File: src/rtl/core/nonc_pkg.sv
// Shared types and constants for the natural-order name comparator.
package nonc_pkg;

   localparam int NAME_LEN_DEFAULT = 256;

   localparam logic OP_FIRST  = 1'b0;
   localparam logic OP_SECOND = 1'b1;

   localparam logic signed [1:0] ORDER_LESS    = 2'sb11;
   localparam logic signed [1:0] ORDER_EQUAL   = 2'sb00;
   localparam logic signed [1:0] ORDER_GREATER = 2'sb01;

   localparam logic [7:0] CHAR_END    = 8'h00;
   localparam logic [7:0] CHAR_ZERO   = 8'h30;
   localparam logic [7:0] CHAR_NINE   = 8'h39;
   localparam logic [7:0] CHAR_UPPER_A = 8'h41;
   localparam logic [7:0] CHAR_UPPER_Z = 8'h5A;
   localparam logic [7:0] CASE_OFFSET = 8'h20;

   typedef struct packed {
      logic       opcode;
      logic [7:0] name_byte;
   } nonc_req_type;

   typedef struct packed {
      logic signed [1:0] order;
      logic              truncated;
   } nonc_rsp_type;

   typedef struct packed {
      logic ended;
      logic full;
   } nonc_store_status_type;

   typedef struct packed {
      logic              done;
      logic signed [1:0] order;
   } nonc_walk_type;

endpackage

File: src/rtl/core/nonc_store.sv
// Byte store for one name: memory, fill count and end flag.
module nonc_store #(
   parameter int NAME_LEN = nonc_pkg::NAME_LEN_DEFAULT
) (
   input  logic                                  clock,
   input  logic                                  reset,
   input  logic                                  take,
   input  logic [7:0]                            take_byte,
   input  logic                                  clear,
   input  logic [$clog2(NAME_LEN + 1) - 1:0]     rd_addr,
   output logic [$clog2(NAME_LEN + 1) - 1:0]     count,
   output logic [7:0]                            rdata,
   output nonc_pkg::nonc_store_status_type       status
);
   import nonc_pkg::*;

   localparam int CW = $clog2(NAME_LEN + 1);
   localparam int AW = (NAME_LEN > 1) ? $clog2(NAME_LEN) : 1;

   logic [7:0]    mem [NAME_LEN];
   logic [7:0]    rdata_ff;
   logic [CW-1:0] count_ff, count_in;
   logic          ended_ff, ended_in;
   logic          full;
   logic          wr_en;

   assign full  = (count_ff == CW'(NAME_LEN));
   assign wr_en = take && !ended_ff && (take_byte != CHAR_END) && !full;

   always_comb begin
      count_in = count_ff;
      ended_in = ended_ff;
      if (clear) begin
         count_in = '0;
         ended_in = 1'b0;
      end else if (take && !ended_ff) begin
         if (take_byte == CHAR_END) begin
            ended_in = 1'b1;
         end else if (!full) begin
            count_in = count_ff + CW'(1);
         end
      end
   end

   always_ff @(posedge clock) begin
      if (reset) begin
         count_ff <= '0;
         ended_ff <= 1'b0;
      end else begin
         count_ff <= count_in;
         ended_ff <= ended_in;
      end
   end

   always_ff @(posedge clock) begin
      if (wr_en) begin
         mem[count_ff[AW-1:0]] <= take_byte;
      end
   end

   always_ff @(posedge clock) begin
      rdata_ff <= mem[rd_addr[AW-1:0]];
   end

   assign count        = count_ff;
   assign rdata        = rdata_ff;
   assign status.ended = ended_ff;
   assign status.full  = full;

   a_ended_holds: assert property (@(posedge clock) disable iff (reset)
      take && ended_ff && !clear |=> ended_ff && $stable(count_ff))
      else $error("store changed after its name ended");

endmodule

File: config.mk
export PLATFORM = sky130hd
export DESIGN_NAME = nonc_store
export DESIGN_NICKNAME = d
export VERILOG_FILES = /design/src/rtl/core/nonc_pkg.sv /design/src/rtl/core/nonc_store.sv
export SDC_FILE = /design/constraint.sdc
export NUM_CORES = 2
export LEC_CHECK = 0
export ABC_AREA = 1
export BUFFER_PORTS_ARGS = -buffer_cell sky130_fd_sc_hd__buf_2
export CAP_MARGIN = 20
export CORE_AREA = 2 2 368 370
export DETAILED_ROUTE_END_ITERATION = 16
export DIE_AREA = 0 0 370 372
export PLACE_DENSITY = 0.75
export SYNTH_ARGS = -nofsm -noshare
export SYNTH_HDL_FRONTEND = slang
export SYNTH_SLANG_ARGS = --single-unit
File: constraint.sdc
create_clock -name clock -period 2.65 [get_ports clock]
set_input_delay 0.1325 -clock clock [delete_from_list [all_inputs] [get_ports clock]]
set_output_delay 0.1325 -clock clock [all_outputs]
set_load 0.05 [all_outputs]
## Yosys cells after proc, flatten, opt, wreduce, memory -nomap -nowiden

Memories as Yosys holds them, arrays and structs flattened. A register that Yosys moved wholly into a read port is not among the register bits.
Index checks and enable logic that the tools add are counted.

- Register bits: 10
- Word-level logic and storage cells: 19
- Input port bits: 21
- Memories: 1
- RAM bits: 2048
- Output and inout bits: 19

Memories:

| memory | depth | width | read ports | clocked after Yosys merged registers in | wr ports | line | RTL |
|---|---|---|---|---|---|---|---|
| mem | 256 | 8 | 1 | 1 | 1 | nonc_store.sv:20 | `logic [7:0] mem [NAME_LEN];` |

- Bitwise operators: 2
- Equal/unequal tests: 1
- Mux-type cells: 2
- $add $sub $neg: 1
- Reductions and logical operators: 10

Operator list:

| kind | number |
|---|---|
| $add A9 B1 Y9 const B | 1 |
| $eq A9 B9 Y1 const B | 1 |
| $logic_not A8 Y1 | 1 |
| $reduce_bool A8 Y1 | 1 |
| $logic_and A1 B1 Y1 | 3 |
| $reduce_and A3 Y1 | 1 |
| $logic_not A1 Y1 | 2 |
| $mux W1 | 2 |
| $not A1 Y1 | 2 |
| $reduce_and A2 Y1 | 1 |
| $reduce_or A2 Y1 | 1 |

## Logic depth before layout (Yosys ltp)

- Depth after elaboration: 6
- Gate-level depth with buffers: 15
- Depth with buffers taken out: 11

## Least setup slack after synthesis

Ideal clock, no wire load.

- Path kind: reg2reg
- Start point: register count_ff[4] (netlist: count[4])
- End point: memory mem[118][0] (enable)
- Required time: 2280 ps
- Path buffers: 2
- Cell stages (with the launch flop): 11
- Clock period less this slack: 2711 ps
- Data arrival time: 2341 ps
- Library setup time: 370 ps
- Setup slack: -61 ps
- Path through: dfxtp_1 inv_2 nand2_4 nor2_2 nand3_2 nand2_4 inv_4 buf_12 nand4_4 buf_6 nor2_1

- Longest elaborated chain between the ends: 5

Ends and longest elaborated chain:

| what | line | RTL |
|---|---|---|
| start: declaration | nonc_store.sv:22 | `logic [CW-1:0] count_ff, count_in;` |
| start signal: assignment | nonc_store.sv:50 | `count_ff <= count_in;` |
| $eq A9 B9 Y1 | nonc_store.sv:27 | `assign full = (count_ff == CW'(NAME_LEN));` |
| $logic_not A1 Y1 | - |  |
| $logic_and A1 B1 Y1 | nonc_store.sv:28 | `assign wr_en = take && !ended_ff && (take_byte != CHAR_END) && !full;` |
| $mux W1 | nonc_store.sv:56 | `if (wr_en) begin` |
| $mux W1 (not written as such) | nonc_store.sv:57 | `mem[count_ff[AW-1:0]] <= take_byte;` |
| end: declaration | nonc_store.sv:20 |  |

Parallel ways exist; a longest one is shown, timed or not.

## Final worst setup path

- Start point: register count_ff[0] (netlist: count[0])
- End point: memory mem[31][4] (enable)

The elaborated chain is that of the path after synthesis.

==> out/qor.csv <==
metric,value,unit
post_cts_buffers,0,
synth.area.mux_share,0,%
maximum_capacitance_violations,0,
rr_endpoint,mem[31][4]$_DFFE_PP_,
critical-path-slowest-cell,nor2_1,
initial_util,62.4,%
synth-async-reset-ratio,0,%
synth-main-ff-cell,edfxtp_1,
largest_family_of_logic_cells_by_synthesized_area,simple AND/OR/NAND/NOR gates,
antenna_found_initial,6,
met3_length,25.9,mm
flow.area_growth_from_synthesis,11.2,%
setup_viol,0,
synth.yosys.seq_area_share,73.8,%
synth_compound_gate_area_share,0.0866,%
pre_cts_ws,0.0670,ns
post_synthesis_net_count,7069,
cts_tree,built,
ys.warnings.count,0,
netlist_area,83800,um2
cts_buffer_depth,3,
drive_gt1_share,9.02,%
powerDensity,723,nW/um2
1st_pass_router_iterations,8,
synth_adder_area_share,0.0597,%
wirelength,217,mm
gpl.final_weighted_congestion,0.917,
post_drt_wl_per_cell,24.2,um
via_count,55900,
xor_xnor_cell_area_share_of_the_yosys_netlist,0,%
type_of_the_worst_setup_path,flop to flop,
leakagePower,0.0324,uW
detail_route.wirelength.met1,79.6,mm
coreArea,134000,um2
worst-endpoint-required,3.09,ns
synth-seq-cells,2066,
outcome,completed,
detail_route.drc_violations,0,
setup.worst_path.start_class,flop,
number_of_global_route_vias_before_repair,54100,
die-height,372,um
timing.critical_path.max_delay_family,simple AND/OR/NAND/NOR gates,
worst_r2r_path_depth,10,
grt_setup_unrepaired,true,
most-common-layout-cells,"2106 x nand2_1, 2048 x edfxtp_1, 2017 x nand3_1",
die_area,138000,um2
clock.fmax,0.391,GHz
fin_crit,2.55,ns
final_cell_count_no_fill,8959,
placement.io_buffers,38,
global_route_wire_length_before_repair,324,mm
route.antenna.remaining_nets,0,
drt_iter0_drc,7670,
cp_num_buf_inv,4,
highest_layer,met5,
worst_case_hold_path_end_point,mem[88][0]$_DFFE_PP_,
final.setup_skew,0.0404,ns
synth-simple-area-share,23.4,%
die_width,370,um
wl_met2,101,mm
path_max_fanout,16,
timing_max_transition_violations_final,0,
clock_insertion_delay_worst_skew,0.85,ns
worstPathArrival,3.00,ns
setup.worst_path.end_class,flop,
total_power,67500,uW
timing.hold.worst.class,input port to flop,
crit_path_max_incr_delay,0.66,ns
clk_pin_slew_worst_paths,0.06,ns
min_from,take_byte[0],
place_inst,8584,
numCtsBuffers,195,
gr-usage-all-layers,31.7,%
hold_depth,2,
routed_via_density,6.24,
max_slew.worst_pin.slew,1.15,ns
numClockSinks,2066,
grt_remaining_overflow,0,
setup_slack,0.0951,ns
dpl.hpwl,125,mm
slew_headroom,23.6,%
row_count,135,
cts_htree_levels,4,
post_synth_num_cell_types,30,
worst_supply_voltage_drop_on_vdd,1.00,mV
largest_net_degree_at_the_start_of_global_routing,190,
netlist_instances,7044,
layout_worst_path_cycle_share,96.4,%
finish.net_count,7036,
regToRegStartpoint,count[0]$_SDFFE_PP0P_,
postLayoutCoreUtil,69.4,%
synthesis.area_per_instance,11.9,um2
floorplan.io_pins,40,
regToRegSetupSlack,0.1,ns
timing.critical_path.cells,"inv_1, ha_1, inv_1, nor2_1, nand3_2, nand2_4, inv_4, buf_12, nand2_2, nor2_1",
mostFrequentLayoutCell,nand2_1,
number_of_synthesized_flops_with_an_enable_pin,2048,
finalHoldViolCount,0,
clk_root_buffer_cell,clkbuf_16,
final cells by class:
type,count,area (um2)
Clock buffer,237,5140
Tap cell,1781,2230
Inverter,35,173
Fill cell,8886,41000
Timing Repair Buffer,256,2980
Multi-Input combinational cell,4457,19800
Sequential cell,2066,61900
Antenna cell,4,10.0
Clock inverter,123,1090
Yosys cell counts (all sizes together) (5+ instances only):
master / instances / area share (%)
o21ai: 6 / 0.036
nor2: 276 / 1.4
nand4: 8 / 0.20
buf: 243 / 1.4
edfxtp: 2048 / 73
nor3: 7 / 0.048
nand3: 2026 / 12
a21oi: 5 / 0.030
inv: 34 / 0.16
dfxtp: 18 / 0.43
clkbuf: 243 / 1.1
nand2: 2121 / 9.5
kinds of logic after synthesis:
group	count (synthesis)
AO/OA/AOI/OAI	13
adder cells (fa/ha/maj)	4
buffers and inverters	521
flip-flops	2066
AND/OR/NAND/NOR	4440
sequential cells by signal, indices dropped and copies added (netlist names):
| signal | cells |
|---|---|
| rdata | 8 |
| mem | 2048 |
| count | 9 |
| ended_ff | 1 |
report_power, final:
part           leakage [uW]  internal (uW)  switching, uW  total (uW)
Sequential           0.0186          35900           29.3       36000
Combinational        0.0108           1060           3060        4120
Clock               0.00307          15400          11900       27400
Total                0.0324          52400          15000       67500
through the flow:
| stage | TNS (ns) | hold slack, ns | area, um2 |
|---|---|---|---|
| 4_1_cts | 0 | 0.0137 | 93200 |
| 3_5_place_dp | 0 | 0.362 | 86900 |
| 3_3_place_gp | 0 | 0.364 | 86900 |
| 2_1_floorplan | 0 | 0.231 | 83800 |
| 6_report | 0 | 0.0273 | 93300 |
| 5_1_grt | -0.0298 | 0.0494 | 93200 |
layer usage:
| metal | vias up | track usage, % |
|---|---|---|
| met5 | - | 0 |
| met1 | 26900 | 42.3 |
| met4 | 6 | 15.6 |
| met2 | 3332 | 49.5 |
| li1 | 25000 | - |
| met3 | 593 | 7.43 |
worst max-delay path by stage:
stage | from | end | slack [ns] | cells past startpoint
CTS | count[0]$_SDFFE_PP0P_ | status[0] | 0.12 | 8
finish | count[0]$_SDFFE_PP0P_ | mem[31][4]$_DFFE_PP_ | 0.1 | 10
detailed placement | take_byte[1] | mem[115][0]$_DFFE_PP_ | 0.07 | 11
global placement | take_byte[7] | mem[17][7]$_DFFE_PP_ | 0.11 | 11
floorplan | count[1]$_SDFFE_PP0P_ | mem[118][0]$_DFFE_PP_ | 0.005 | 11
global route | count[0]$_SDFFE_PP0P_ | mem[200][2]$_DFFE_PP_ | -0.004 | 10
repair_timing:
action	in CTS	in global routing
gates resized for setup	0	6
endpoints found under the hold margin	77	0
setup endpoints to repair	0	50
hold buffers	11	0
Note: power is estimated with default switching activity, not from simulation.
