===== config.mk =====
export PLATFORM = sky130hd
export DESIGN_NAME = nonc_walker
export DESIGN_NICKNAME = d
export VERILOG_FILES = /design/src/rtl/core/nonc_pkg.sv /design/src/rtl/core/nonc_walker.sv
export SDC_FILE = /design/constraint.sdc
export NUM_CORES = 1
export LEC_CHECK = 0
export BUFFER_PORTS_ARGS = -buffer_cell sky130_fd_sc_hd__buf_2
export CAP_MARGIN = 40
export CORE_UTILIZATION = 45
export DETAILED_ROUTE_END_ITERATION = 7
export PLACE_DENSITY_LB_ADDON = 0.1
export SLEW_MARGIN = 40
export SYNTH_ARGS = -nofsm -noshare
export SYNTH_HDL_FRONTEND = slang
export SYNTH_SLANG_ARGS = --single-unit

===== constraint.sdc =====
create_clock -name clock -period 4.95 [get_ports clock]
set_input_delay 0 -clock clock [delete_from_list [all_inputs] [get_ports clock]]
set_output_delay 0 -clock clock [all_outputs]
set_load 0.005 [all_outputs]

===== src/rtl/core/nonc_pkg.sv =====
// Shared types and constants for the natural-order name comparator.
package nonc_pkg;

   localparam int NAME_LEN_DEFAULT = 256;

   localparam logic OP_FIRST  = 1'b0;
   localparam logic OP_SECOND = 1'b1;

   localparam logic signed [1:0] ORDER_LESS    = 2'sb11;
   localparam logic signed [1:0] ORDER_EQUAL   = 2'sb00;
   localparam logic signed [1:0] ORDER_GREATER = 2'sb01;

   localparam logic [7:0] CHAR_END    = 8'h00;
   localparam logic [7:0] CHAR_ZERO   = 8'h30;
   localparam logic [7:0] CHAR_NINE   = 8'h39;
   localparam logic [7:0] CHAR_UPPER_A = 8'h41;
   localparam logic [7:0] CHAR_UPPER_Z = 8'h5A;
   localparam logic [7:0] CASE_OFFSET = 8'h20;

   typedef struct packed {
      logic       opcode;
      logic [7:0] name_byte;
   } nonc_req_type;

   typedef struct packed {
      logic signed [1:0] order;
      logic              truncated;
   } nonc_rsp_type;

   typedef struct packed {
      logic ended;
      logic full;
   } nonc_store_status_type;

   typedef struct packed {
      logic              done;
      logic signed [1:0] order;
   } nonc_walk_type;

endpackage


===== src/rtl/core/nonc_walker.sv =====
// Compare sequencer: walks both stored names, one step per cycle.
module nonc_walker #(
   parameter int NAME_LEN = nonc_pkg::NAME_LEN_DEFAULT
) (
   input  logic                                  clock,
   input  logic                                  reset,
   input  logic                                  start,
   input  logic                                  ack,
   input  logic [$clog2(NAME_LEN + 1) - 1:0]     count_a,
   input  logic [$clog2(NAME_LEN + 1) - 1:0]     count_b,
   input  logic [7:0]                            rdata_a,
   input  logic [7:0]                            rdata_b,
   output logic [$clog2(NAME_LEN + 1) - 1:0]     rd_addr_a,
   output logic [$clog2(NAME_LEN + 1) - 1:0]     rd_addr_b,
   output nonc_pkg::nonc_walk_type               walk
);
   import nonc_pkg::*;

   localparam int CW = $clog2(NAME_LEN + 1);

   typedef enum logic [5:0] {
      W_IDLE = 6'b000001,
      W_MAIN = 6'b000010,
      W_SKIP = 6'b000100,
      W_RUN  = 6'b001000,
      W_TIE  = 6'b010000,
      W_DONE = 6'b100000
   } walk_state_type;

   walk_state_type    state_ff, state_in;
   logic [CW-1:0]     i_ff, i_in, j_ff, j_in;
   logic signed [1:0] diff_ff, diff_in;
   logic signed [1:0] order_ff, order_in;
   logic [7:0]        ca, cb, fa, fb;
   logic              da, db;

   function automatic logic is_digit(input logic [7:0] c);
      return (c inside {[CHAR_ZERO:CHAR_NINE]});
   endfunction

   function automatic logic [7:0] fold(input logic [7:0] c);
      return (c inside {[CHAR_UPPER_A:CHAR_UPPER_Z]}) ? c + CASE_OFFSET : c;
   endfunction

   function automatic logic signed [1:0] sign_of(input logic [7:0] x, input logic [7:0] y);
      return (x < y) ? ORDER_LESS : ORDER_GREATER;
   endfunction

   assign ca = (i_ff < count_a) ? rdata_a : CHAR_END;
   assign cb = (j_ff < count_b) ? rdata_b : CHAR_END;
   assign fa = fold(ca);
   assign fb = fold(cb);
   assign da = is_digit(ca);
   assign db = is_digit(cb);

   always_comb begin
      state_in = state_ff;
      i_in     = i_ff;
      j_in     = j_ff;
      diff_in  = diff_ff;
      order_in = order_ff;
      case (state_ff)
         W_IDLE: begin
            i_in = '0;
            j_in = '0;
            if (start) begin
               state_in = W_MAIN;
            end
         end
         W_MAIN: begin
            if (ca == CHAR_END || cb == CHAR_END) begin
               if (ca != CHAR_END) begin
                  order_in = ORDER_GREATER;
                  state_in = W_DONE;
               end else if (cb != CHAR_END) begin
                  order_in = ORDER_LESS;
                  state_in = W_DONE;
               end else begin
                  i_in     = '0;
                  j_in     = '0;
                  state_in = W_TIE;
               end
            end else if (da && db) begin
               state_in = W_SKIP;
            end else if (fa != fb) begin
               order_in = sign_of(fa, fb);
               state_in = W_DONE;
            end else begin
               i_in = i_ff + CW'(1);
               j_in = j_ff + CW'(1);
            end
         end
         W_SKIP: begin
            if (ca == CHAR_ZERO) begin
               i_in = i_ff + CW'(1);
            end
            if (cb == CHAR_ZERO) begin
               j_in = j_ff + CW'(1);
            end
            if (ca != CHAR_ZERO && cb != CHAR_ZERO) begin
               diff_in  = ORDER_EQUAL;
               state_in = W_RUN;
            end
         end
         W_RUN: begin
            if (da && db) begin
               i_in = i_ff + CW'(1);
               j_in = j_ff + CW'(1);
               if (diff_ff == ORDER_EQUAL && ca != cb) begin
                  diff_in = sign_of(ca, cb);
               end
            end else if (da) begin
               order_in = ORDER_GREATER;
               state_in = W_DONE;
            end else if (db) begin
               order_in = ORDER_LESS;
               state_in = W_DONE;
            end else if (diff_ff != ORDER_EQUAL) begin
               order_in = diff_ff;
               state_in = W_DONE;
            end else begin
               state_in = W_MAIN;
            end
         end
         W_TIE: begin
            if (ca != cb) begin
               order_in = sign_of(ca, cb);
               state_in = W_DONE;
            end else if (ca == CHAR_END) begin
               order_in = ORDER_EQUAL;
               state_in = W_DONE;
            end else begin
               i_in = i_ff + CW'(1);
               j_in = j_ff + CW'(1);
            end
         end
         W_DONE: begin
            if (ack) begin
               i_in     = '0;
               j_in     = '0;
               state_in = W_IDLE;
            end
         end
         default: begin
            state_in = W_IDLE;
         end
      endcase
   end

   always_ff @(posedge clock) begin
      if (reset) begin
         state_ff <= W_IDLE;
         i_ff     <= '0;
         j_ff     <= '0;
      end else begin
         state_ff <= state_in;
         i_ff     <= i_in;
         j_ff     <= j_in;
      end
   end

   always_ff @(posedge clock) begin
      diff_ff  <= diff_in;
      order_ff <= order_in;
   end

   // read address follows the next pointer so data lines up with the pointer
   assign rd_addr_a  = i_in;
   assign rd_addr_b  = j_in;
   assign walk.done  = (state_ff == W_DONE);
   assign walk.order = order_ff;

   a_ptr_bound: assert property (@(posedge clock) disable iff (reset)
      state_ff != W_IDLE |-> (i_ff <= count_a) && (j_ff <= count_b))
      else $error("walk pointer ran past stored bytes");

   a_done_hold: assert property (@(posedge clock) disable iff (reset)
      state_ff == W_DONE && !ack |=> state_ff == W_DONE && $stable(order_ff))
      else $error("result lost before it was taken");

endmodule


After elaboration in Yosys (flattened, before gate mapping)
Cells that the tools add are included.

$lt $le $gt $ge: 12. Mux-type cells: 59. Equal/unequal tests: 24. Reduce and logical (&&, ||, !) cells: 19. Add/sub/neg operators: 4.

Operator list (count): $mux 9 (20); $pmux 9 s6 (2); $mux 6 (14); $pmux 6 s6 (1); $mux 2 (16); $mux 8 (4); $add 9x1->9 const B (2); $lt 9x9->1 (2); $add 8x6->8 const B (2); $eq 8x6->1 const B (2); $ge 8x6->1 const B (2); $ge 8x7->1 const B (2); $le 8x6->1 const B (2); $le 8x7->1 const B (2); $logic_not 8->1 (2); $lt 8x8->1 (2); $ne 8x6->1 const B (2); $ne 8x8->1 (2); $reduce_bool 8->1 (2); $ne 2x2->1 const B (6); $ne 4x4->1 const B (3); $ne 3x3->1 const B (3); $logic_and 1x1->1 (7); $reduce_and 7->1 (1); other kinds (14) (15).

Logic and storage cells: 123. Flip-flop bits (word level): 28.

Logic depth before layout (Yosys ltp)
Gate-level depths: netlist (run 1).

Depth after elaboration: 11. Gate-level depth with buffers: 20. Depth with buffers taken out: 18.

Worst setup path before layout (run 1)
OpenSTA, ideal clock, no wires.

Path kind: register -> register. Start: reg i_ff[6]. End: reg i_ff[8]. Setup time: 0.074 ns. Clock period less this slack: 3.838 ns. Setup slack: 1.112 ns. Arrival: 3.764 ns. Required time: 4.876 ns. Cell stages (with the launch flop): 18. Cells stage by stage: dfxtp_1 > ha_1 > a211oi_1 > o21bai_1 > a211oi_4 > clkbuf_1 > nand2_1 > ha_1 > a21oi_1 > ha_1 > nand4_1 > nor3_1 > nand4_1 > a2111o_1 > o2111a_2 > buf_6 > a211o_1 > o21ai_0.

Word-level cells in the longest chain between the ends: 10. Elaborated cells between the ends (all ways): 27.

Ends and longest elaborated chain: start: declaration (line nonc_walker.sv:31) `logic [CW-1:0] i_ff, i_in, j_ff, j_in;`; start signal: assignment (line nonc_walker.sv:157) `i_ff <= i_in;`; $lt 9x9->1 (line nonc_walker.sv:49) `assign ca = (i_ff < count_a) ? rdata_a : CHAR_END;`; $mux 8 (line nonc_walker.sv:49); $ge 8x7->1 or $le 8x7->1 (tied branches) (line nonc_walker.sv:42) `return (c inside {[CHAR_UPPER_A:CHAR_UPPER_Z]}) ? c + CASE_OFFSET : c;`; $logic_and 1x1->1 (line nonc_walker.sv:42); $mux 8 (line nonc_walker.sv:42); $ne 8x8->1 (line nonc_walker.sv:85) `end else if (fa != fb) begin`; $mux 9 (line nonc_walker.sv:85); $mux 9 (line nonc_walker.sv:83) `end else if (da && db) begin`; $mux 9 (line nonc_walker.sv:71) `if (ca == CHAR_END || cb == CHAR_END) begin`; $pmux 9 s6 (*) (line nonc_walker.sv:62) `case (state_ff)`.

Mark *: on every way between the ends. The rest lies on a longest branch, timed or not. A chain may end at the register's enable or synchronous reset.

Worst setup path after layout (run 1)
Start: reg j_ff[4]. End: out rd_addr_b[1].

Word-level cells in the longest chain between the ends: 10. Elaborated cells between the ends (all ways): 26.

Ends and longest elaborated chain: start: declaration (line nonc_walker.sv:31); start signal: assignment (line nonc_walker.sv:158) `j_ff <= j_in;`; $lt 9x9->1 (*) (line nonc_walker.sv:50) `assign cb = (j_ff < count_b) ? rdata_b : CHAR_END;`; $mux 8 (*) (line nonc_walker.sv:50); $ge 8x7->1 or $le 8x7->1 (tied branches) (line nonc_walker.sv:42); $logic_and 1x1->1 (line nonc_walker.sv:42); $mux 8 (line nonc_walker.sv:42); $ne 8x8->1 (line nonc_walker.sv:85); $mux 9 (line nonc_walker.sv:85); $mux 9 (line nonc_walker.sv:83); $mux 9 (line nonc_walker.sv:71); $pmux 9 s6 (*) (line nonc_walker.sv:62); end: declaration (line nonc_walker.sv:14) `output logic [$clog2(NAME_LEN + 1) - 1:0] rd_addr_b,`.

Marks and branches as above.

==> results of run 1 <==
-- cell type report --
class	instances	area [sq um]	area share
clock buffer	3	41.3	0.0116
tap	80	100	0.0282
timing repair buffer	59	298	0.0840
sequential	28	601	0.169
clock inverter	1	30.0	0.00847
inverter	39	146	0.0413
multi-input combinational	341	2330	0.657
-- tightest hold or removal path: stages --
cell and delay, ns:
buf_2 0.09, nor2_1 0.06, o21a_1 0.18
-- per-layer routing --
layer  up-vias  global-route usage  routed length, um
li1       1648                   -                  -
met1      1480               0.280               3800
met2        96               0.431               4190
met3         5              0.0321                379
met4         0              0.0318                 38
met5         -                   0                  0
-- power groups by stage --
stage	sequential [uW]	combinational (uW)	clock [uW]
3_5_place_dp	264	309	0
5_1_grt	262	339	198
2_1_floorplan	251	245	0
6_report	259	309	184
3_3_place_gp	264	306	0
4_1_cts	259	309	189
-- flip-flops by register name, summed over array words and instances (netlist names) --
register / cells
state_ff: 6
i_ff: 9
diff_ff: 2
j_ff: 9
order_ff: 2
-- kinds of logic (layout without fill, tap and decap cells) --
group | Yosys count | after routing
buffers and inverters | 51 | 102
xor gates and xnor gates | 3 | 3
AOI/OAI and AO/OA | 140 | 140
muxes | 2 | 2
DFF | 28 | 28
adders and majority gates | 33 | 33
and+or+nand+nor | 163 | 163
-- cells in the mapped netlist (all sizes together) (8+ instances only) --
master  count  area [sq um]
dfxtp      24           480
and2        9          56.3
nand4      10          68.8
inv        39           146
ha         32           400
a21oi      27           135
a21o       14           105
nor3       10          50.1
o21ai      42           210
nand3      18          90.1
a211oi     11           110
nand2      44           173
nor2       28           115
nor2b      10          62.6
a211o       8          70.1
-- through the flow --
stage | worst slack [ns] | power (uW)
2_1_floorplan | 1.11 | 496
3_3_place_gp | 0.846 | 571
3_5_place_dp | 0.698 | 573
4_1_cts | 0.460 | 757
5_1_grt | 0.0862 | 798
6_report | 0.451 | 753
-- final timing paths --
check / start / endpoint / slack (ns) / cells past startpoint
max reg2reg: j_ff[4]$_SDFF_PP0_ / i_ff[6]$_SDFF_PP0_ / 0.67 / 16
min reg2reg: i_ff[8]$_SDFF_PP0_ / i_ff[8]$_SDFF_PP0_ / 0.55 / 2
min: ack / state_ff[5]$_SDFFE_PP0P_ / 0.09 / 3
max: j_ff[4]$_SDFF_PP0_ / rd_addr_b[1] / 0.45 / 17
==> reports/results.tsv, run 1 <==
stage	metric	value	unit
worst_setup_path	WS Path Type	flip-flop to output pin	
clocking	post-CTS setup buffers	0	
final_layout	# fillers	673	
worst_setup_path	max incr delay on CP	0.46	ns
power_and_ir_drop	Comb pwr share	0.411	
sta	Min Hold Slack	0.0871	ns
worst_setup_path	CP cell instances	ha_1 > a211oi_1 > o21a_1 > o21a_1 > nand2_1 > ha_1 > nand2_1 > nand2_1 > ha_1 > nand4_1 > nor3_1 > nand4_1 > a211oi_1 > o211ai_2 > or2_1 > a22o_1 > buf_2	
power_and_ir_drop	Leak	0.00166	uW
yosys	Netlist Area Pre-Place	3140	sq um
yosys	post-synthesis mux area share	0.00638	
sta	Tcrit/Tclk final	0.909	
sta	RSZ-0062 raised after global routing	no	
yosys	post-synthesis compound-gate area fraction	0.306	
yosys	Most used DFF post-synth	dfxtp_1	
final_layout	final cell count without fillers	551	
yosys	Post-synth EDFFs	4	
routing	via count of the routed design	3229	
sta	TNS Setup	0	ns
floorplanning	Rows	30	
power_and_ir_drop	PwrDens	212	nW/um^2
worst_setup_path	Worst setup SP type	flip-flop	
sta	endpoints failing hold	0	
power_and_ir_drop	Clock power frac	0.245	
global_routing	vias in the first global route	3058	
clocking	CTS tree	built	
worst_setup_path	WP data arrival	4.50	ns
sta	fin. max-slew vios	0	
yosys	Synth Warn #	0	
sta	slew margin rel.	0.512	
clocking	PostCTS Resize Cnt	0	
power_and_ir_drop	internal power	460	uW
placement	Placed Cells	547	
status	status	complete, but fails checks	
final_layout	most frequent cells in the layout	buf_2 (58), nand2_1 (43), inv_1 (39), o21ai_0 (33), ha_1 (32)	
routing	final WL	8410	um
global_routing	GRT Resource Usage Total	0.229	
worst_setup_path	Crit path buffers/inverters	1	
run	max_cap viols	0	
worst_setup_path	critical path capture point type	output pin	
placement	RD Place Congestion	0.962	
worst_setup_path	CP max stage cell	dfxtp_1	
power_and_ir_drop	Seq pwr share	0.344	
routing	post-route ant nets	0	
min_path	Worst Hold Class	input port to flip-flop	
final_layout	commonest non-fill, non-tap cell in the layout	buf_2	
floorplanning	# IOs	59	
clocking	CTS Root Cell	clkbuf_8	
yosys	Synth Area in XOR/XNOR	0.00838	
final_layout	synthesis-to-finish area growth	13.0	%
yosys	Synthesized Nets	490	
global_routing	first-pass GRT wire length	13800	um
placement	Port Buffers	58	
yosys	Synth Instances	420	
final_layout	Ant. Diodes	0	
placement	area post-placement	3470	sq um
clocking	CTS sink cnt	28	
power_and_ir_drop	Net Sw Frac	0.390	
clocking	TritonCTS buffer count	3	
global_routing	GRT overflow	0	
power_and_ir_drop	sw power	293	uW
yosys	Netlist cell types	68	
yosys	sequential-to-total area share from yosys stat	0.192	
final_layout	Nets	542	
sta	Post-Route Skew	0.00370	ns
clocking	worst-skew pair later-pin latency	0.28	ns
yosys	largest family of logic cells by synthesized area	compound AO/OA/AOI/OAI gates	
yosys	mean post-synth cell area	7.47	sq um
routing	initial drt markers	236	
floorplanning	Die X	85.5	um
final_layout	Core Util, Final	0.525	
yosys	Synth Area in Adders	0.131	
global_routing	initial antenna violation count	0	
routing	DR WL/cell	15.3	um
clocking	clk buf depth	2	
sta	fin crit period	4.50	ns
status	failing checks	design-rule violations	
routing	DR pass1 iterations	7	
routing	routed vias/inst	5.86	
power_and_ir_drop	Peak VDD IR	0.109	mV
floorplanning	Starting Density	0.464	
yosys	ys async rst share	0	
worst_setup_path	Crit Path Max Fanout	12	
floorplanning	core area	6760	sq um
clocking	CTS Hold Bufs	0	
final_layout	fin area	3540	sq um
floorplanning	Die Y	85.5	um
floorplanning	Die Area	7310	sq um
sta	fmax	222	MHz
clocking	CTS H-tree depth	1	
worst_setup_path	WP data required	4.95	ns
placement	detailed placer's ending HPWL	6750	um
final_layout	layout cell share with drive strength beyond 1	0.185	
sta	Final setup viols	0	
yosys	flops & latches, synth	28	
routing	# DRC	1	
global_routing	largest net degree at the start of global routing	19	
yosys	fraction of the mapped netlist area in simple logic gates	0.291	
sta	Worst Tran Pin Value	0.732	ns
worst_setup_path	Worst path top cell family by delay	compound AO/OA/AOI/OAI gates	
clocking	Clock Pin Slew Worst Setup and Hold Paths	0.10	ns
Power figures use the tool's default switching activity.
==> run 2, diff against run 1 <==
--- a/config.mk
+++ b/config.mk
@@ -7,7 +7,7 @@
 export LEC_CHECK = 0
 export BUFFER_PORTS_ARGS = -buffer_cell sky130_fd_sc_hd__buf_2
 export CAP_MARGIN = 40
-export CORE_UTILIZATION = 45
+export CORE_UTILIZATION = 50
 export DETAILED_ROUTE_END_ITERATION = 7
 export PLACE_DENSITY_LB_ADDON = 0.1
 export SLEW_MARGIN = 40
==> reports/results.tsv, run 2 (synthesis gave the netlist of run 1 again) <==
stage	metric	value	unit	change
status	status	finished, final reports clean		was complete, but fails checks
floorplanning	Rows	28		was 30
worst_setup_path	WP data arrival	4.57	ns	was 4.50 ns
power_and_ir_drop	Leak	0.00166	uW	about the same
sta	Tcrit/Tclk final	0.924		was 0.909
clocking	TritonCTS buffer count	3		unchanged
routing	DR WL/cell	15.4	um	was 15.3 um
global_routing	vias in the first global route	2932		was 3,058
sta	TNS Setup	0	ns	unchanged
power_and_ir_drop	Peak VDD IR	0.149	mV	was 0.109 mV
placement	Post-Place Worst Slack	0.687	ns	was 0.698 ns
routing	routed vias/inst	6.07		was 5.86
sta	Worst Tran Pin Value	0.842	ns	was 0.732 ns
final_layout	Ant. Diodes	0		unchanged
floorplanning	Die Y	81.2	um	was 85.5 um
floorplanning	# IOs	59		unchanged
worst_setup_path	Worst setup SP type	flip-flop		unchanged
final_layout	commonest non-fill, non-tap cell in the layout	buf_2		unchanged
sta	Setup WS post-layout	0.377	ns	was 0.451 ns
final_layout	top flop regs	i_ff x9, j_ff x9, state_ff x6		unchanged
clocking	CTS Root Cell	clkbuf_8		unchanged
sta	fmax	219	MHz	was 222 MHz
global_routing	largest net degree at the start of global routing	19		unchanged
routing	DR pass1 iterations	5		was 7
floorplanning	core area	5990	sq um	was 6760 sq um
routing	via count of the routed design	3312		was 3,229
sta	Post-Route Skew	0.00426	ns	was 0.00370 ns
sta	fin. max-slew vios	0		unchanged
routing	initial drt markers	258		was 236
final_layout	layout cell share with drive strength beyond 1	0.185		unchanged
final_layout	synthesis-to-finish area growth	12.7	%	was 13.0%
clocking	clk buf depth	2		unchanged
global_routing	initial antenna violation count	0		unchanged
routing	final WL	8420	um	was 8410 um
floorplanning	Die Area	6590	sq um	was 7310 sq um
final_layout	fin area	3530	sq um	was 3540 sq um
clocking	PostCTS Resize Cnt	0		unchanged
clocking	CTS H-tree depth	1		unchanged
clocking	CTS Hold Bufs	0		unchanged
placement	RD Place Congestion	0.968		was 0.962
worst_setup_path	critical path capture point type	output pin		unchanged
worst_setup_path	Crit Path Max Fanout	12		unchanged
placement	area post-placement	3470	sq um	about the same
final_layout	most frequent cells in the layout	buf_2 (58), nand2_1 (43), inv_1 (39), o21ai_0 (33), ha_1 (32)		unchanged
placement	Port Buffers	58		unchanged
worst_setup_path	WS Path Type	flip-flop to output pin		unchanged
worst_setup_path	WP data required	4.95	ns	about the same
routing	# DRC	0		was 1
clocking	CTS tree	built		unchanged
sta	Min Hold Slack	0.0930	ns	was 0.0871 ns
global_routing	GRT Resource Usage Total	0.267		was 0.229
final_layout	Nets	542		unchanged
min_path	Worst Hold Class	input port to flip-flop		unchanged
sta	Final setup viols	0		unchanged
final_layout	Core Util, Final	0.590		was 0.525
clocking	post-CTS setup buffers	0		unchanged
floorplanning	Starting Density	0.523		was 0.464
sta	RSZ-0062 raised after global routing	no		unchanged
placement	detailed placer's ending HPWL	6660	um	was 6750 um
clocking	Clock Pin Slew Worst Setup and Hold Paths	0.10	ns	about the same
sta	slew margin rel.	0.438		was 0.512
floorplanning	Die X	81.2	um	was 85.5 um
routing	post-route ant nets	0		unchanged
global_routing	first-pass GRT wire length	13800	um	about the same
run	max_cap viols	0		unchanged
clocking	worst-skew pair later-pin latency	0.29	ns	was 0.28 ns
clocking	CTS sink cnt	28		unchanged
global_routing	GRT overflow	0		unchanged
power_and_ir_drop	PwrDens	210	nW/um^2	was 212 nW/um^2
sta	endpoints failing hold	0		unchanged
sta	fin crit period	4.57	ns	was 4.50 ns
run 2: cell count changes in the layout (fill, tap and decap cells not counted):
cell and delta:
clkbuf_16 +1, bufinv_16 -1
run 2: area by class of cell:
| class | count | area, sq um |
|---|---|---|
| inverter | 39 | 146 |
| fill | 599 | 2460 |
| multi-input combinational | 341 | 2330 |
| clock buffer | 4 | 66.3 |
| timing repair buffer | 59 | 298 |
| tap | 75 | 93.8 |
| sequential | 28 | 601 |
run 2: metal layers:
layer  GRT usage  share of wire  wire (um)  vias up
li1            -              -          -     1643
met1       0.346           0.47       3930     1552
met2       0.457           0.47       3960      109
met5           0              0          0        -
met4      0.0661         0.0093         78        0
met3      0.0438          0.053        445        8
run 2: final timing paths:
path                                          from  slack [ns]  cells past startpoint                        to
worst max-delay path            j_ff[4]$_SDFF_PP0_        0.38                     18              rd_addr_b[1]
worst min-delay path                           ack        0.09                      3  state_ff[5]$_SDFFE_PP0P_
worst max register to register  j_ff[4]$_SDFF_PP0_        0.62                     17        i_ff[7]$_SDFF_PP0_
worst min register to register  i_ff[2]$_SDFF_PP0_        0.57                      2        i_ff[2]$_SDFF_PP0_
run 2: through the flow:
stage | instances | total power [uW]
after floorplan | 420 | 496
after global placement | 542 | 570
after detailed placement | 542 | 573
after CTS | 546 | 740
after global routing | 546 | 791
final | 546 | 741
run 2: where the power goes:
group          leakage [uW]  internal (uW)  switching [uW]  total [uW]
clock network     0.0000339           88.4            80.6         169
registers          0.000229            241            18.1         259
logic               0.00140            110             203         313
run 2: critical path, stage by stage (launching register included):
cell and delay (ns):
dfxtp_1 0.44, ha_1 0.28, a211oi_1 0.23, o21a_1 0.23
o21a_1 0.32, nand2_1 0.13, inv_1 0.12, ha_1 0.24
nand2_1 0.06, nand2_1 0.06, ha_1 0.29, nand4_1 0.09
nor3_1 0.18, nand4_1 0.16, a211oi_1 0.37, o211ai_2 0.36
or2_1 0.35, a22o_1 0.24, buf_2 0.12
==> run 3, diff against run 2 <==
--- a/config.mk
+++ b/config.mk
@@ -5,6 +5,7 @@
 export SDC_FILE = /design/constraint.sdc
 export NUM_CORES = 1
 export LEC_CHECK = 0
+export ABC_AREA = 1
 export BUFFER_PORTS_ARGS = -buffer_cell sky130_fd_sc_hd__buf_2
 export CAP_MARGIN = 40
 export CORE_UTILIZATION = 50
==> reports/results.tsv, run 3 <==
stage	metric	value	unit	change
sta	endpoints failing hold	0		unchanged
sta	Worst Tran Pin Value	0.742	ns	was 0.842 ns
yosys	flops & latches, synth	28		unchanged
yosys	Synthesized Nets	734		was 490
sta	slew margin rel.	0.504		was 0.438
sta	fin. max-slew vios	0		unchanged
floorplanning	Starting Density	0.517		was 0.523
worst_setup_path	WP data arrival	4.27	ns	was 4.57 ns
final_layout	top flop regs	i_ff x9, j_ff x9, state_ff x6		unchanged
clocking	CTS Root Cell	clkbuf_8		unchanged
sta	fin crit period	4.27	ns	was 4.57 ns
routing	routed vias/inst	5.49		was 6.07
yosys	Most used DFF post-synth	dfxtp_1		unchanged
final_layout	Nets	787		was 542
worst_setup_path	Worst setup SP type	flip-flop		unchanged
worst_setup_path	Crit Path Max Fanout	12		unchanged
yosys	largest family of logic cells by synthesized area	simple AND/OR/NAND/NOR gates		was compound AO/OA/AOI/OAI gates
yosys	post-synthesis mux area share	0		was 0.00638
placement	detailed placer's ending HPWL	8850	um	was 6660 um
clocking	post-CTS setup buffers	0		unchanged
floorplanning	Die X	91.4	um	was 81.2 um
worst_setup_path	Critical R2R Launch	j_ff[7]$_SDFF_PP0_		was j_ff[4]$_SDFF_PP0_
yosys	top-count cell post-synth	nand2_1		unchanged
worst_setup_path	worst-case reg-to-reg path depth	22		was 17
final_layout	fin area	4440	sq um	was 3530 sq um
placement	Port Buffers	58		unchanged
global_routing	initial antenna violation count	0		unchanged
sta	Post-Route Skew	0.0108	ns	was 0.00426 ns
power_and_ir_drop	Leak	0.00252	uW	was 0.00166 uW
yosys	fraction of the mapped netlist area in simple logic gates	0.485		was 0.291
clocking	CTS Hold Bufs	0		unchanged
worst_setup_path	Crit path buffers/inverters	6		was 2
routing	final WL	11400	um	was 8420 um
clocking	Clock Pin Slew Worst Setup and Hold Paths	0.12	ns	was 0.10 ns
clocking	CTS sink cnt	28		unchanged
global_routing	vias in the first global route	4287		was 2,932
yosys	Yosys top cell area share	0.152		was 0.153
sta	Tcrit/Tclk final	0.863		was 0.924
floorplanning	Rows	32		was 28
global_routing	largest net degree at the start of global routing	23		was 19
clocking	TritonCTS buffer count	3		unchanged
worst_setup_path	worst setup path end	rd_addr_a[8]		was rd_addr_b[1]
yosys	Netlist Area Pre-Place	3990	sq um	was 3140 sq um
final_layout	Ant. Diodes	0		unchanged
yosys	top cells by area, synth	nand2_1 (15%), dfxtp_1 (12%), inv_1 (10%)		was dfxtp_1 (15%), ha_1 (13%), o21ai_0 (5.3%)
floorplanning	# IOs	59		unchanged
sta	TNS Setup	0	ns	unchanged
sta	RSZ-0062 raised after global routing	no		unchanged
global_routing	GRT overflow	0		unchanged
power_and_ir_drop	Peak VDD IR	0.147	mV	was 0.149 mV
yosys	Post-synth top cells	nand2_1 (162), inv_1 (107), nor2_1 (76)		was nand2_1 (43), inv_1 (39), o21ai_0 (33)
yosys	Synth Area in XOR/XNOR	0.0197		was 0.00838
final_layout	synthesis-to-finish area growth	11.3	%	was 12.7%
final_layout	commonest non-fill, non-tap cell in the layout	nand2_1		was buf_2
power_and_ir_drop	PwrDens	149	nW/um^2	was 210 nW/um^2
worst_setup_path	CP cell instances	ha_1 > nand2_1 > inv_1 > nand2_1 > nand2_1 > clkinv_1 > nand2_1 > nor2_2 > nand2_1 > ha_1 > inv_1 > nor3_1 > inv_1 > nor2_1 > buf_4 > nand2_1 > nand2_1 > nand3_2 > nor2_2 > nand2_4 > nand2_1 > nand2_1 > buf_2		was ha_1 > a211oi_1 > o21a_1 > o21a_1 > nand2_1 > inv_1 > ha_1 > nand2_1 > nand2_1 > ha_1 > nand4_1 > nor3_1 > nand4_1 > a211oi_1 > o211ai_2 > or2_1 > a22o_1 > buf_2
run	max_cap viols	0		unchanged
worst_setup_path	critical path's most frequent cell	nand2_1		
yosys	mean post-synth cell area	6.01	sq um	was 7.47 sq um
clocking	PostCTS Resize Cnt	0		unchanged
worst_setup_path	Critical Path Source	j_ff[7]$_SDFF_PP0_		was j_ff[4]$_SDFF_PP0_
worst_setup_path	WS Path Type	flip-flop to output pin		unchanged
final_layout	layout cell share with drive strength beyond 1	0.182		was 0.185
global_routing	GRT Resource Usage Total	0.283		was 0.267
clocking	clk buf depth	2		unchanged
sta	fmax	234	MHz	was 219 MHz
placement	RD Place Congestion	0.883		was 0.968
worst_setup_path	critical path capture point type	output pin		unchanged
worst_setup_path	r2r endpoint	i_ff[0]$_SDFF_PP0_		was i_ff[7]$_SDFF_PP0_
min_path	hold depth	3		unchanged
worst_setup_path	CP Depth	23		was 18
worst_setup_path	max incr delay on CP	0.53	ns	was 0.44 ns
worst_setup_path	Worst path top cell family by delay	simple AND/OR/NAND/NOR gates		was compound AO/OA/AOI/OAI gates
placement	area post-placement	4370	sq um	was 3470 sq um
global_routing	first-pass GRT wire length	19300	um	was 13,800 um
clocking	CTS H-tree depth	1		unchanged
routing	post-route ant nets	0		unchanged
floorplanning	core area	7730	sq um	was 5990 sq um
routing	initial drt markers	351		was 258
sta	Final setup viols	0		unchanged
yosys	Synth Instances	664		was 420
yosys	Netlist cell types	46		was 68
yosys	Synth Area in Adders	0.100		was 0.131
routing	DR pass1 iterations	5		unchanged
yosys	Post-synth EDFFs	4		unchanged
yosys	Synth Warn #	0		unchanged
routing	DR WL/cell	13.9	um	was 15.4 um
clocking	CTS tree	built		unchanged
min_path	Worst Hold Class	input port to flip-flop		unchanged
worst_setup_path	R2R Setup Slk	0.99	ns	was 0.62 ns
status	status	finished, final reports clean		unchanged
floorplanning	Die Y	91.4	um	was 81.2 um
routing	via count of the routed design	4493		was 3,312
floorplanning	Die Area	8350	sq um	was 6590 sq um
yosys	post-synthesis compound-gate area fraction	0.121		was 0.306
yosys	ys async rst share	0		unchanged
final_layout	most frequent cells in the layout	nand2_1 (162), inv_1 (107), nor2_1 (76), nand3_1 (59), buf_2 (58)		was buf_2 (58), nand2_1 (43), inv_1 (39), o21ai_0 (33), ha_1 (32)
worst_setup_path	CP max stage cell	dfxtp_1		unchanged
yosys	dominant cell type by area after synthesis	nand2_1		was dfxtp_1
routing	# DRC	0		unchanged
worst_setup_path	WP data required	4.95	ns	about the same
yosys	sequential-to-total area share from yosys stat	0.150		was 0.192
clocking	worst-skew pair later-pin latency	0.30	ns	was 0.29 ns
run 3: cell type report:
cell class              instances  area (sq um)
fillers                       815          3280
multi-input cells             511          2910
flip-flops and latches         28           601
inverters                     112           422
repair buffers                 61           313
well taps                     102           128
clock buffers                   3          41.3
clock inverters                 1          30.0
run 3: kinds of logic after synthesis:
group	count (synthesis)
xor gates and xnor gates	9
DFF	28
AOI/OAI and AO/OA	81
and+or+nand+nor	389
adders and majority gates	32
buffers and inverters	125
run 3: tightest hold or removal path, stage by stage:
cell and delay, ns:
buf_2 0.07, or2_2 0.10, nand3_1 0.09
run 3: where the power goes:
group | internal, uW | switching [uW]
combinational | 72.4 | 147
clock | 109 | 92.6
sequential | 236 | 4.58
run 3: worst min path at each step:
stage                from                        to
floorplan           reset        i_ff[1]$_SDFF_PP0_
global placement    start  state_ff[0]$_SDFFE_PP1P_
detailed placement    ack  state_ff[5]$_SDFFE_PP0P_
CTS                   ack  state_ff[5]$_SDFFE_PP0P_
global route        start  state_ff[0]$_SDFFE_PP1P_
finish              start  state_ff[0]$_SDFFE_PP1P_
run 3: per-stage QoR:
stage	utilization	setup WS (ns)	total power, uW	hold WS [ns]	std cells
finish	0.575	0.678	661	0.0140	818
global route	0.575	0.247	696	0.0187	818
CTS	0.574	0.763	657	0.0249	818
detailed placement	0.565	1.09	463	0.337	814
global placement	0.564	1.12	457	0.324	814
floorplan	-	1.61	397	0.0691	664
run 3: routing by layer:
layer  GRT usage  up-vias  wire (um)
met5           0        -          0
li1            -     2273          -
met2       0.491      190       5260
met3      0.0285       25        746
met4      0.0913        0        286
met1       0.366     2005       5090
